--- src/rbm_pkg.sv ---
package rbm_pkg;

  localparam int XW = 14;
  localparam int QW = 12;
  localparam int MAX_WIDTH_DEF = 1024;
  localparam int MAX_BLOCK_DEF = 16;

  localparam logic [1:0] FMT_UYVY = 2'd1;
  localparam logic [1:0] FMT_PASS = 2'd2;

  typedef enum logic [2:0] {
    CFG_FRAME_WIDTH    = 3'd0,
    CFG_FRAME_HEIGHT   = 3'd1,
    CFG_REGION_LEFT    = 3'd2,
    CFG_REGION_TOP     = 3'd3,
    CFG_REGION_COLUMNS = 3'd4,
    CFG_REGION_LINES   = 3'd5,
    CFG_BLOCK_SIZE     = 3'd6,
    CFG_PIXEL_FORMAT   = 3'd7
  } cfg_index_t;

  typedef enum logic [3:0] {
    T_IDLE,
    T_PREP,
    T_OL_GO,
    T_OL_WAIT,
    T_OC_GO,
    T_OC_WAIT,
    T_EMIT,
    T_IL_GO,
    T_IL_WAIT,
    T_SUM,
    T_AVG,
    T_STORE,
    T_OUT
  } top_state_t;

  typedef enum logic [2:0] {
    A_IDLE,
    A_CHK,
    A_RD,
    A_ADD,
    A_MUL,
    A_GO,
    A_WAIT,
    A_WR
  } avg_state_t;

endpackage

--- src/rbm_div.sv ---
module rbm_div #(
  parameter int NW = 20,
  parameter int DW = 9,
  parameter int QW = rbm_pkg::QW
) (
  input  logic          clk,
  input  logic          rst,
  input  logic          go,
  input  logic [NW-1:0] num,
  input  logic [DW-1:0] den,
  output logic          done,
  output logic [QW-1:0] quo,
  output logic [NW-1:0] rem
);

  localparam int TW = NW + DW + QW;
  localparam int IW = $clog2(QW);

  logic [NW-1:0] r;
  logic [DW-1:0] d;
  logic [QW-1:0] q;
  logic [IW-1:0] i;
  logic          run;
  logic [TW-1:0] sh;

  assign sh = TW'(d) << i;

  always_ff @(posedge clk) begin
    if (rst) begin
      run  <= 1'b0;
      done <= 1'b0;
    end else begin
      done <= 1'b0;
      if (go) begin
        run <= 1'b1;
        i   <= IW'(QW - 1);
        r   <= num;
        d   <= den;
        q   <= '0;
      end else if (run) begin
        if (TW'(r) >= sh) begin
          r    <= r - sh[NW-1:0];
          q[i] <= 1'b1;
        end
        if (i == '0) begin
          run  <= 1'b0;
          done <= 1'b1;
        end else begin
          i <= i - 1'b1;
        end
      end
    end
  end

  assign quo = q;
  assign rem = r;

endmodule

--- config.mk ---
export PLATFORM = sky130hd
export DESIGN_NAME = rbm_div
export DESIGN_NICKNAME = d
export VERILOG_FILES = /design/src/rbm_pkg.sv /design/src/rbm_div.sv
export SDC_FILE = /design/constraint.sdc
export NUM_CORES = 1
export LEC_CHECK = 0
export BUFFER_PORTS_ARGS = -buffer_cell sky130_fd_sc_hd__buf_2
export CELL_PAD_IN_SITES_DETAIL_PLACEMENT = 1
export CELL_PAD_IN_SITES_GLOBAL_PLACEMENT = 1
export CORE_MARGIN = 3
export CORE_UTILIZATION = 46
export CTS_CLUSTER_DIAMETER = 30
export DETAILED_ROUTE_END_ITERATION = 10
export HOLD_SLACK_MARGIN = 0.03
export PLACE_DENSITY_LB_ADDON = 0.3
export SYNTH_ARGS = -nofsm -noshare
export SYNTH_HDL_FRONTEND = slang
export SYNTH_SLANG_ARGS = --single-unit
--- constraint.sdc ---
create_clock -name clk -period 8.3 [get_ports clk]
set_input_delay 0 -clock clk [delete_from_list [all_inputs] [get_ports clk]]
set_output_delay 0 -clock clk [all_outputs]
set_load 0.05 [all_outputs]
==> impl_metrics.prom, run 1 <==
# TYPE chip_impl_metric gauge
chip_impl_info{name="status",value="completed"} 1
chip_impl_metric{name="number_of_synthesized_flops_with_an_enable_pin",unit=""} 45
chip_impl_metric{name="layoutNonFillerInstCount",unit=""} 565
chip_impl_metric{name="ff2ff_setup_slack",unit="ns"} 4.23
chip_impl_metric{name="via_count",unit=""} 3305
chip_impl_metric{name="tritoncts_num_sinks",unit=""} 47
chip_impl_metric{name="clk_pin_slew_worst_paths",unit="ns"} 0.11
chip_impl_info{name="synth.most_common_cell",value="nand2_1"} 1
chip_impl_metric{name="pin_count_of_the_biggest_net_entering_global_routing",unit=""} 52
chip_impl_metric{name="synthDistinctLibCells",unit=""} 57
chip_impl_metric{name="grt_overflow",unit=""} 0
chip_impl_metric{name="arrival",unit="ns"} 4.04
chip_impl_metric{name="path_max_fanout",unit=""} 32
chip_impl_metric{name="setup_slack_after_placement",unit="ns"} 4.327
chip_impl_metric{name="routability_congestion",unit=""} 0.9363
chip_impl_metric{name="dieArea",unit="um2"} 8713
chip_impl_info{name="clock_tree.root_cell",value="clkbuf_8"} 1
chip_impl_info{name="critical_path.endpoint",value="rem[4]"} 1
chip_impl_metric{name="initial_core_util",unit=""} 0.4788
chip_impl_metric{name="final_min_period_over_clock_period",unit=""} 0.4904
chip_impl_metric{name="max-slew-margin-rel",unit=""} 0.3439
chip_impl_info{name="worstHoldPathType",value="input pin to flip-flop"} 1
chip_impl_metric{name="design.final.nets",unit=""} 523
chip_impl_metric{name="postSynthCellCount",unit=""} 383
chip_impl_info{name="worstReg2RegStart",value="i[0]"} 1
chip_impl_metric{name="diode_insertion_count_for_antenna_repair",unit=""} 0
chip_impl_metric{name="syn_avg_cell_area",unit="um2"} 9.163
chip_impl_metric{name="period_needed",unit="ns"} 4.070
chip_impl_metric{name="dr.first_iter.drc_count",unit=""} 143
chip_impl_metric{name="dieWidth",unit="um"} 93.35
chip_impl_metric{name="post-cts-setup-buffers",unit=""} 0
chip_impl_metric{name="cts_max_level",unit=""} 2
chip_impl_metric{name="ctsLongestPathBuffers",unit=""} 2
chip_impl_metric{name="area_inside_the_core_boundary",unit="um2"} 7331
chip_impl_metric{name="max_cap_viol_count",unit=""} 0
chip_impl_info{name="critPathLaunch",value="i[0]"} 1
chip_impl_metric{name="leakagePower",unit="nW"} 1.738
chip_impl_info{name="dominantRegCellSynth",value="edfxtp_1"} 1
chip_impl_metric{name="layout_cells_sized_above_1",unit=""} 0.1953
chip_impl_metric{name="setup_viol",unit=""} 0
chip_impl_metric{name="antenna_found_initial",unit=""} 0
chip_impl_metric{name="worst_ir_drop_vdd",unit="uV"} 99.68
chip_impl_metric{name="fmax",unit="MHz"} 245.7
chip_impl_metric{name="worst-slew-pin-transition",unit="ns"} 0.9805
chip_impl_metric{name="hpwl",unit="mm"} 7.680
chip_impl_metric{name="post_synthesis_cell_area",unit="um2"} 3510
chip_impl_metric{name="avgRoutedWirePerCell",unit="um"} 18.52
chip_impl_metric{name="drt-pass1-iter-count",unit=""} 4
chip_impl_metric{name="fin_skew",unit="ns"} 0.01296
chip_impl_metric{name="synthDominantCellAreaShare",unit=""} 0.3850
chip_impl_metric{name="areaGrowthSynthToFinish",unit="%"} 20.82
chip_impl_metric{name="grt_first_pass_wirelength",unit="mm"} 16.75
chip_impl_metric{name="cts_resized",unit=""} 0
chip_impl_metric{name="required_time_of_the_critical_path",unit="ns"} 8.27
chip_impl_metric{name="ioPinCount",unit=""} 65
chip_impl_metric{name="fp-row-count",unit=""} 31
chip_impl_metric{name="drc_errors",unit=""} 0
chip_impl_metric{name="first_global_vias",unit=""} 3325
chip_impl_metric{name="remaining_antenna_violation_count_after_routing",unit=""} 0
chip_impl_metric{name="placed_cells_incl_taps",unit=""} 532
chip_impl_metric{name="placement.io_buffers",unit=""} 64
chip_impl_metric{name="slew_viol_final",unit=""} 0
chip_impl_metric{name="clk_latency",unit="ns"} 0.32
chip_impl_metric{name="global_route_total_usage_across_every_layer",unit=""} 0.2440
chip_impl_metric{name="share_of_async_settable_or_async_resettable_flops_after_synthesis",unit=""} 0
chip_impl_info{name="synthTopCellsByCount",value="nand2_1, edfxtp_1, a21oi_1"} 1
chip_impl_metric{name="detail_route.vias_per_cell",unit=""} 5.850
chip_impl_metric{name="synth.ff_latch_count",unit=""} 47
chip_impl_metric{name="setup_total_negative_slack",unit="ns"} 0
chip_impl_metric{name="numCtsBuffers",unit=""} 5
chip_impl_metric{name="layout_setup_ws",unit="ns"} 4.230
chip_impl_metric{name="synth.yosys.seq_area_share",unit=""} 0.3964
chip_impl_metric{name="cts_hold_buf",unit=""} 25
chip_impl_metric{name="hold_violations",unit=""} 0
chip_impl_info{name="crit-reg2reg-capture",value="rem[4]"} 1
chip_impl_info{name="endpoint_kind",value="flip-flop"} 1
chip_impl_metric{name="power.density_cell_area",unit="nW/um2"} 211.0
chip_impl_info{name="tritoncts",value="done"} 1
chip_impl_metric{name="chipHeight",unit="um"} 93.35
chip_impl_info{name="unrepaired_setup_endpoints_after_global_routing",value="false"} 1
chip_impl_info{name="main_area_contributors_after_synthesis",value="edfxtp_1, ha_1, a21oi_1"} 1
chip_impl_info{name="kind_of_start_point_of_the_critical_path",value="flip-flop"} 1
chip_impl_info{name="netlist.top_cell.by_area",value="edfxtp_1"} 1
chip_impl_metric{name="rr_worst_depth",unit=""} 13
chip_impl_metric{name="post_syn_nets",unit=""} 441
chip_impl_info{name="critical_path_class",value="flip-flop to flip-flop"} 1
chip_impl_metric{name="total_wire_length_after_detailed_routing",unit="mm"} 10.46
chip_impl_metric{name="syn_warnings",unit=""} 0
## registers in the layout (all words and copies together), names as in the netlist
signal and flops:
rem 20, quo 12, d 9, i 4, done 1, run 1
## worst min path at each step
stage | start | to | slack, ns | cells after the start
floorplan | den[0] | d[0] | 0.1 | 0
global placement | den[7] | d[7] | 0.18 | 1
detailed placement | den[2] | d[2] | 0.18 | 1
CTS | num[13] | rem[13] | 0.04 | 3
global route | num[13] | rem[13] | 0.06 | 3
finish | num[14] | rem[14] | 0.05 | 3
## cells in the final DEF, fill, tap and decap left out, types with 3 or more instances in the layout
cell,Yosys,layout
clkbuf_8,0,5
mux2i_1,10,10
nor2_1,35,35
edfxtp_1,45,45
and2_1,4,4
xnor2_1,7,7
o31ai_1,5,5
or2_1,3,3
ha_1,25,25
nor2b_1,4,4
o211ai_1,6,6
dlygate4sd3_1,0,25
o21ai_0,16,16
and3_1,3,3
nand4_1,5,5
a21oi_2,5,5
inv_1,9,9
o21ai_1,11,11
nand3_1,3,3
nor3_1,14,14
o21a_1,8,8
buf_2,4,64
xor2_1,4,4
nand2_1,52,52
a21o_1,4,4
nand2b_1,7,7
a21oi_1,41,41
a31oi_1,3,3
## kinds of logic after synthesis
| kind of cell | count (synthesis) | synth area share |
|---|---|---|
| compound gates | 123 | 0.2339 |
| buf+inv | 26 | 0.03137 |
| xor+xnor | 11 | 0.02745 |
| fa+ha+maj | 26 | 0.09483 |
| flops | 47 | 0.3964 |
| mux | 13 | 0.03815 |
| simple gates | 137 | 0.1779 |
## critical path, cell delays in order, from the launching register on
cell and delay (ns):
edfxtp_1 0.79, nand2_1 0.13, o21ai_1 0.23, nor2_1 0.07, a21oi_1 0.22, mux2_2 0.22
a22oi_1 0.11, ha_1 0.43, nand4_1 0.16, or4_1 0.61, o21ai_1 0.16, a21oi_1 0.08
nand2_1 0.11, buf_4 0.39
## where the power goes
part | leakage, nW | internal [W] | switching (W)
sequential | 0.445 | 0.000297 | 0.0000230
clock | 0.0452 | 0.0000617 | 0.0000922
combinational | 1.25 | 0.000144 | 0.000277
total | 1.74 | 0.000503 | 0.000392
## metal layers
metal  track usage  vias to the layer above  routed length [um]  share of wire
li1              -                     1583                   -              -
met1        0.3138                     1614                4592           0.44
met2        0.4294                       95                5159           0.49
met3       0.03781                       13                 563          0.054
met4       0.05617                        0                 146          0.014
met5             0                        -                   0              0
## layout make-up
cell class,count,area [um2]
Fill cell,877,3090
Clock inverter,3,25.02
Multi-Input combinational cell,310,2008
Clock buffer,5,68.82
Timing Repair Buffer,91,585.6
Sequential cell,47,1391
Tap cell,99,123.9
Inverter,10,37.54
## stage by stage
stage / power (W) / util / hold slack [ns] / area [um2]
after detailed placement: 0.0007299 / 0.5315 / 0.1784 / 3896
after global routing: 0.0009472 / 0.5784 / 0.05632 / 4240
after floorplan: 0.0006332 / - / 0.09887 / 3510
final: 0.0008946 / 0.5784 / 0.05019 / 4240
after global placement: 0.0007176 / 0.5315 / 0.1770 / 3896
after CTS: 0.0008950 / 0.5784 / 0.04414 / 4240
No activity file was read; power rests on OpenSTA's default activity.
==> run 2, diff against run 1 <==
- CORE_UTILIZATION: 46 -> 39
- clock period: 8.3 -> 3.3 ns (I/O delays scaled with it)
==> run 2 against run 1 <==
Net effect: the run now ends with setup timing left; die area increased by 17%; clock skew decreased by 0.0020 ns; sequential cell count unchanged; non-clock buffer count increased by 55; utilization increased by 1.7 points; sequential power increased to 2.5 times the previous value; combinational power increased to 3.4 times the previous value; first-iteration DRC count increased by 73%; largest cell class unchanged; largest power group unchanged.
==> impl_metrics.prom, run 2 (synthesized netlist as in run 1, its figures left out) <==
# TYPE chip_impl_metric gauge
chip_impl_info{name="status",value="finished with violations"} 1
chip_impl_info{name="failed_checks",value="setup timing"} 1
chip_impl_metric{name="design.final.nets",unit=""} 578
chip_impl_metric{name="antenna_found_initial",unit=""} 0
chip_impl_metric{name="fin_skew",unit="ns"} 0.01099
chip_impl_info{name="critical-path-slowest-cell",value="edfxtp_1"} 1
chip_impl_metric{name="max-slew-margin-rel",unit=""} 0.2842
chip_impl_info{name="kind_of_start_point_of_the_critical_path",value="flip-flop"} 1
chip_impl_metric{name="critPathMaxStageDelay",unit="ns"} 0.40
chip_impl_metric{name="layout_cells_sized_above_1",unit=""} 0.3743
chip_impl_metric{name="power.density_cell_area",unit="nW/um2"} 524.9
chip_impl_metric{name="dieWidth",unit="um"} 100.9
chip_impl_metric{name="setup_slack_after_placement",unit="ns"} -0.2136
chip_impl_info{name="path_delay_family",value="compound AO/OA/AOI/OAI gates"} 1
chip_impl_metric{name="chipHeight",unit="um"} 100.9
chip_impl_metric{name="met3_usage",unit=""} 0.04014
chip_impl_metric{name="cts_max_level",unit=""} 2
chip_impl_metric{name="slew_viol_final",unit=""} 0
chip_impl_info{name="worstHoldPathType",value="input pin to flip-flop"} 1
chip_impl_metric{name="arrival",unit="ns"} 3.55
chip_impl_metric{name="tritoncts_num_sinks",unit=""} 47
chip_impl_info{name="tritoncts",value="done"} 1
chip_impl_metric{name="initial_core_util",unit=""} 0.4146
chip_impl_metric{name="largest_register_ff_count",unit=""} 20
chip_impl_metric{name="period_needed",unit="ns"} 3.513
chip_impl_metric{name="setup_viol",unit=""} 38
chip_impl_metric{name="drt-pass1-iter-count",unit=""} 5
chip_impl_metric{name="remaining_antenna_violation_count_after_routing",unit=""} 0
chip_impl_metric{name="fmax",unit="MHz"} 284.7
chip_impl_info{name="final_cell_mix",value="buf_2, nand2_1, buf_4, edfxtp_1, nor2_1"} 1
chip_impl_metric{name="required_time_of_the_critical_path",unit="ns"} 3.34
chip_impl_metric{name="pin_count_of_the_biggest_net_entering_global_routing",unit=""} 51
chip_impl_metric{name="cp_num_buf_inv",unit=""} 3
chip_impl_metric{name="clk_pin_slew_worst_paths",unit="ns"} 0.10
chip_impl_info{name="unrepaired_setup_endpoints_after_global_routing",value="true"} 1
chip_impl_metric{name="total_wire_length_after_detailed_routing",unit="mm"} 14.03
chip_impl_info{name="global_route.peak_usage_layer",value="met2"} 1
chip_impl_metric{name="grt_first_pass_wirelength",unit="mm"} 20.36
chip_impl_metric{name="routability_congestion",unit=""} 0.8983
chip_impl_metric{name="final_min_period_over_clock_period",unit=""} 1.064
chip_impl_info{name="crit_path_cell_trace",value="buf_6 -> buf_6 -> mux2i_2 -> nor2_1 -> a31oi_2 -> a21oi_1 -> a22oi_1 -> ha_1 -> nand4_1 -> nor3_2 -> o21a_1 -> o21bai_2 -> nand2_4 -> buf_12"} 1
chip_impl_metric{name="areaGrowthSynthToFinish",unit="%"} 43.49
chip_impl_metric{name="diode_insertion_count_for_antenna_repair",unit=""} 0
chip_impl_metric{name="first_global_vias",unit=""} 3921
chip_impl_metric{name="area_inside_the_core_boundary",unit="um2"} 8464
chip_impl_metric{name="avgRoutedWirePerCell",unit="um"} 22.40
chip_impl_metric{name="fp-row-count",unit=""} 33
chip_impl_metric{name="fin_hold_ws",unit="ns"} 0.03569
chip_impl_metric{name="dieArea",unit="um2"} 10170
chip_impl_metric{name="worst_ir_drop_vdd",unit="uV"} 234.5
chip_impl_info{name="clock_tree.root_cell",value="clkbuf_8"} 1
chip_impl_metric{name="dr.first_iter.drc_count",unit=""} 248
chip_impl_metric{name="hpwl",unit="mm"} 8.697
chip_impl_metric{name="worst-slew-pin-transition",unit="ns"} 1.070
chip_impl_metric{name="global_route_total_usage_across_every_layer",unit=""} 0.2577
chip_impl_metric{name="grt_overflow",unit=""} 0
chip_impl_metric{name="ioPinCount",unit=""} 65
chip_impl_info{name="critical_path_class",value="flip-flop to flip-flop"} 1
chip_impl_metric{name="via_count",unit=""} 3780
chip_impl_metric{name="path_max_fanout",unit=""} 17
chip_impl_metric{name="leakagePower",unit="nW"} 2.056
chip_impl_metric{name="clk_latency",unit="ns"} 0.32
chip_impl_metric{name="placement.io_buffers",unit=""} 64
chip_impl_metric{name="ctsLongestPathBuffers",unit=""} 2
chip_impl_info{name="mostFrequentLayoutCell",value="buf_2"} 1
chip_impl_metric{name="layout_setup_ws",unit="ns"} -0.2127
chip_impl_info{name="endpoint_kind",value="flip-flop"} 1
chip_impl_metric{name="drc_errors",unit=""} 0
chip_impl_metric{name="max_cap_viol_count",unit=""} 0
chip_impl_metric{name="numCtsBuffers",unit=""} 5
chip_impl_metric{name="globalRouteMet1Util",unit=""} 0.3183
chip_impl_metric{name="grt.met2_usage",unit=""} 0.4506
chip_impl_info{name="cell_repeated_most_along_the_worst_path",value="buf_6"} 1
chip_impl_metric{name="hold_violations",unit=""} 0
chip_impl_metric{name="detail_route.vias_per_cell",unit=""} 6.038
-- run 2: tightest hold or removal path, stage by stage --
cell,delay [ns]
buf_2,0.08
o22ai_1,0.06
nor2_1,0.09
-- run 2: power breakdown --
part	switching (W)	leakage [nW]	total [W]	internal, W
registers	0.0000586	0.445	0.000805	0.000747
logic	0.000872	1.57	0.00145	0.000578
clock network	0.000236	0.0418	0.000389	0.000153
-- run 2: cell type report --
class	count	area, um2
sequential	47	1391
tap	105	131.4
clock buffer	6	72.57
clock inverter	2	16.27
multi-input combinational	310	2316
inverter	10	37.54
timing repair buffer	146	1071
fill	968	3428
-- run 2: what timing repair did --
item	CTS	global route
setup endpoints to repair	41	42
hold endpoints to repair	25	0
pin swaps	14	7
resized for setup	37	33
cloned	1	0
hold buffers	25	0
buffers inserted	8	6
-- run 2: worst paths after layout --
kind                              start      end  slack [ns]  cells after the start
worst max-delay path               i[0]   quo[5]       -0.21                     14
worst min register to register   quo[5]   quo[5]        0.58                      2
worst max register to register     i[0]   quo[5]       -0.21                     14
worst min-delay path            num[13]  rem[13]        0.04                      3
-- run 2: metrics by stage --
| stage | util | TNS [ns] | total power, W | area [um2] | std cells |
|---|---|---|---|---|---|
| after CTS | 0.5727 | -0.2789 | 0.002499 | 4847 | 620 |
| after floorplan | - | 0 | 0.001593 | 3517 | 383 |
| after global placement | 0.5005 | -5.779 | 0.001941 | 4237 | 578 |
| after detailed placement | 0.5005 | -7.350 | 0.001977 | 4237 | 578 |
| after global routing | 0.5950 | -7.422 | 0.002766 | 5036 | 626 |
| final | 0.5950 | -6.400 | 0.002644 | 5036 | 626 |
-- run 2: layer usage --
metal  vias to the layer above  part of all wire
li1                       1697                 -
met1                      1862              0.41
met2                       169              0.49
met3                        52             0.057
met4                         0             0.040
met5                         -                 0
==> run 3, diff against run 2 <==
- HOLD_SLACK_MARGIN: 0.03 -> 0.02
- SKIP_CTS_REPAIR_TIMING: unset -> 1
- clock period: 3.3 -> 3.1 ns (I/O delays scaled with it)
==> run 3 against run 2 <==
Net effect: routed wire length up 10%; via count up 3.2%; sequential power up 7.1%; the flow still finishes with violations (setup timing); worst setup slack worse by 0.20 ns; clock skew about the same; hold slack worse by 0.028 ns; cell count up 2.2%; power up 15%; critical endpoint is now rem[7]; global-route usage down 2.7 points; count of clock-buffer cells in the layout down 1; sequential share of layout area down 1.2 points; register-to-register slack worse by 0.20 ns.
==> impl_metrics.prom, run 3 (synthesized netlist as in run 1, its figures left out) <==
# TYPE chip_impl_metric gauge
chip_impl_metric{name="clk_pin_slew_worst_paths",unit="ns"} 0.11
chip_impl_metric{name="critPathMaxStageDelay",unit="ns"} 0.43
chip_impl_metric{name="fp-row-count",unit=""} 33
chip_impl_metric{name="max_cap_viol_count",unit=""} 0
chip_impl_metric{name="dieArea",unit="um2"} 10170
chip_impl_metric{name="area_inside_the_core_boundary",unit="um2"} 8464
chip_impl_info{name="status",value="finished with violations"} 1
chip_impl_metric{name="cp_num_cells",unit=""} 12
chip_impl_metric{name="place_area",unit="um2"} 4417
chip_impl_info{name="critical_path_class",value="flip-flop to flip-flop"} 1
chip_impl_metric{name="grt_first_pass_wirelength",unit="mm"} 18.45
chip_impl_metric{name="design.final.nets",unit=""} 592
chip_impl_metric{name="fin_skew",unit="ns"} 0.01072
chip_impl_metric{name="largest_register_ff_count",unit=""} 20
chip_impl_metric{name="ioPinCount",unit=""} 65
chip_impl_info{name="crit_path_cell_trace",value="buf_12 -> mux2i_2 -> mux2i_1 -> mux2i_1 -> a2bb2oi_2 -> ha_2 -> nand4_1 -> buf_4 -> o221ai_2 -> o21bai_4 -> nand2_4 -> buf_12"} 1
chip_impl_metric{name="leakagePower",unit="nW"} 2.140
chip_impl_info{name="crit-reg2reg-capture",value="rem[7]"} 1
chip_impl_metric{name="layoutNonFillerInstCount",unit=""} 640
chip_impl_metric{name="layout_cells_sized_above_1",unit=""} 0.4262
chip_impl_metric{name="dieWidth",unit="um"} 100.9
chip_impl_metric{name="chipHeight",unit="um"} 100.9
chip_impl_info{name="mostFrequentLayoutCell",value="buf_4"} 1
chip_impl_metric{name="layout_setup_ws",unit="ns"} -0.4122
chip_impl_metric{name="setup_viol",unit=""} 42
chip_impl_metric{name="worst-slew-pin-transition",unit="ns"} 1.053
chip_impl_metric{name="areaGrowthSynthToFinish",unit="%"} 49.77
chip_impl_metric{name="final_cell_area",unit="um2"} 5256
chip_impl_metric{name="via_count",unit=""} 3902
chip_impl_info{name="worstReg2RegStart",value="i[0]"} 1
chip_impl_info{name="critPathLaunch",value="i[0]"} 1
chip_impl_metric{name="dr.first_iter.drc_count",unit=""} 273
chip_impl_metric{name="drc_errors",unit=""} 0
chip_impl_metric{name="clk_latency",unit="ns"} 0.32
chip_impl_info{name="kind_of_start_point_of_the_critical_path",value="flip-flop"} 1
chip_impl_metric{name="avgRoutedWirePerCell",unit="um"} 24.21
chip_impl_metric{name="initial_core_util",unit=""} 0.4146
chip_impl_metric{name="setup_slack_after_placement",unit="ns"} -0.3357
chip_impl_info{name="critical_path.endpoint",value="rem[7]"} 1
chip_impl_metric{name="ff2ff_setup_slack",unit="ns"} -0.41
chip_impl_metric{name="slew_viol_final",unit=""} 0
chip_impl_metric{name="fmax",unit="MHz"} 284.7
chip_impl_metric{name="tritoncts_num_sinks",unit=""} 47
chip_impl_metric{name="path_max_fanout",unit=""} 14
chip_impl_metric{name="hpwl",unit="mm"} 9.089
chip_impl_metric{name="cts_max_level",unit=""} 2
chip_impl_info{name="critical-path-slowest-cell",value="edfxtp_1"} 1
chip_impl_info{name="unrepaired_setup_endpoints_after_global_routing",value="true"} 1
chip_impl_metric{name="hold_violations",unit=""} 0
chip_impl_metric{name="pin_count_of_the_biggest_net_entering_global_routing",unit=""} 51
chip_impl_metric{name="drt-pass1-iter-count",unit=""} 5
chip_impl_metric{name="remaining_antenna_violation_count_after_routing",unit=""} 0
chip_impl_info{name="worstHoldPathType",value="input pin to flip-flop"} 1
chip_impl_metric{name="fin_hold_ws",unit="ns"} 0.007384
chip_impl_metric{name="required_time_of_the_critical_path",unit="ns"} 3.14
chip_impl_metric{name="period_needed",unit="ns"} 3.512
chip_impl_metric{name="max-slew-margin-rel",unit=""} 0.2954
chip_impl_metric{name="diode_insertion_count_for_antenna_repair",unit=""} 0
chip_impl_metric{name="ctsLongestPathBuffers",unit=""} 2
chip_impl_info{name="clock_tree.root_cell",value="clkbuf_8"} 1
chip_impl_metric{name="arrival",unit="ns"} 3.55
chip_impl_metric{name="rr_worst_depth",unit=""} 12
chip_impl_metric{name="numCtsBuffers",unit=""} 5
chip_impl_info{name="failed_checks",value="setup timing"} 1
chip_impl_metric{name="final_min_period_over_clock_period",unit=""} 1.133
chip_impl_metric{name="power.density_cell_area",unit="nW/um2"} 579.5
chip_impl_info{name="path_delay_family",value="multiplexers"} 1
chip_impl_metric{name="first_global_vias",unit=""} 3641
chip_impl_metric{name="global_route_total_usage_across_every_layer",unit=""} 0.2307
chip_impl_metric{name="routability_congestion",unit=""} 1.003
chip_impl_metric{name="cp_num_buf_inv",unit=""} 3
chip_impl_metric{name="grt_overflow",unit=""} 0
chip_impl_metric{name="multi_input_comb_area",unit="um2"} 2426
chip_impl_metric{name="total_wire_length_after_detailed_routing",unit="mm"} 15.49
chip_impl_metric{name="placement.io_buffers",unit=""} 64
chip_impl_info{name="final_cell_mix",value="buf_4, buf_2, nand2_1, edfxtp_1, nor2_1"} 1
chip_impl_info{name="tritoncts",value="done"} 1
chip_impl_info{name="endpoint_kind",value="flip-flop"} 1
chip_impl_metric{name="antenna_found_initial",unit=""} 0
chip_impl_metric{name="seq_area",unit="um2"} 1391
chip_impl_metric{name="worst_ir_drop_vdd",unit="uV"} 312.5
chip_impl_metric{name="detail_route.vias_per_cell",unit=""} 6.097
chip_impl_metric{name="placed_cells_incl_taps",unit=""} 596
chip_impl_metric{name="fillerInstances",unit=""} 937
run 3: how the worst min path moves through the flow:
stage / slack, ns / start / end / depth (start not counted)
global route: 0.02 / num[9] / rem[9] / 3
CTS: -0.15 / den[0] / d[0] / 1
global placement: 0.18 / den[0] / d[0] / 1
floorplan: 0.1 / den[0] / d[0] / 0
finish: 0.007 / num[9] / rem[9] / 3
detailed placement: 0.18 / den[0] / d[0] / 1
run 3: power by group:
group | total, W | switching [W] | internal, W
Clock | 0.000442 | 0.000268 | 0.000174
Combinational | 0.00174 | 0.00102 | 0.000725
Sequential | 0.000862 | 0.0000675 | 0.000795
Total | 0.00305 | 0.00135 | 0.00169
run 3: metrics by stage:
stage               TNS [ns]  power [W]    util
floorplan                  0   0.001704       -
global placement      -7.558   0.002169  0.5218
detailed placement    -11.46   0.002213  0.5218
CTS                   -14.37   0.002652  0.5336
global route          -19.44   0.003173  0.6210
finish                -14.81   0.003046  0.6210
run 3: cell type report:
type,instances,area share
Inverter,10,0.007141
Sequential cell,47,0.2647
Tap cell,105,0.02499
Clock buffer,5,0.01309
Timing Repair Buffer,160,0.2226
Clock inverter,3,0.005951
Multi-Input combinational cell,310,0.4616
run 3: layer usage:
| metal | vias to the layer above | GRT usage | wire, um |
|---|---|---|---|
| li1 | 1718 | - | - |
| met1 | 1931 | 0.3043 | 6004 |
| met2 | 192 | 0.3939 | 7645 |
| met3 | 61 | 0.03253 | 1135 |
| met4 | 0 | 0.06425 | 708 |
| met5 | - | 0 | 0 |
run 3: worst reg2reg max path, delay by kind of cell (launching register included):
kind	cells	cell delay (ns)
buf+inv	3	0.60
fa+ha+maj	1	0.25
flops	1	0.43
mux	3	0.90
simple gates	2	0.41
compound gates	3	0.64
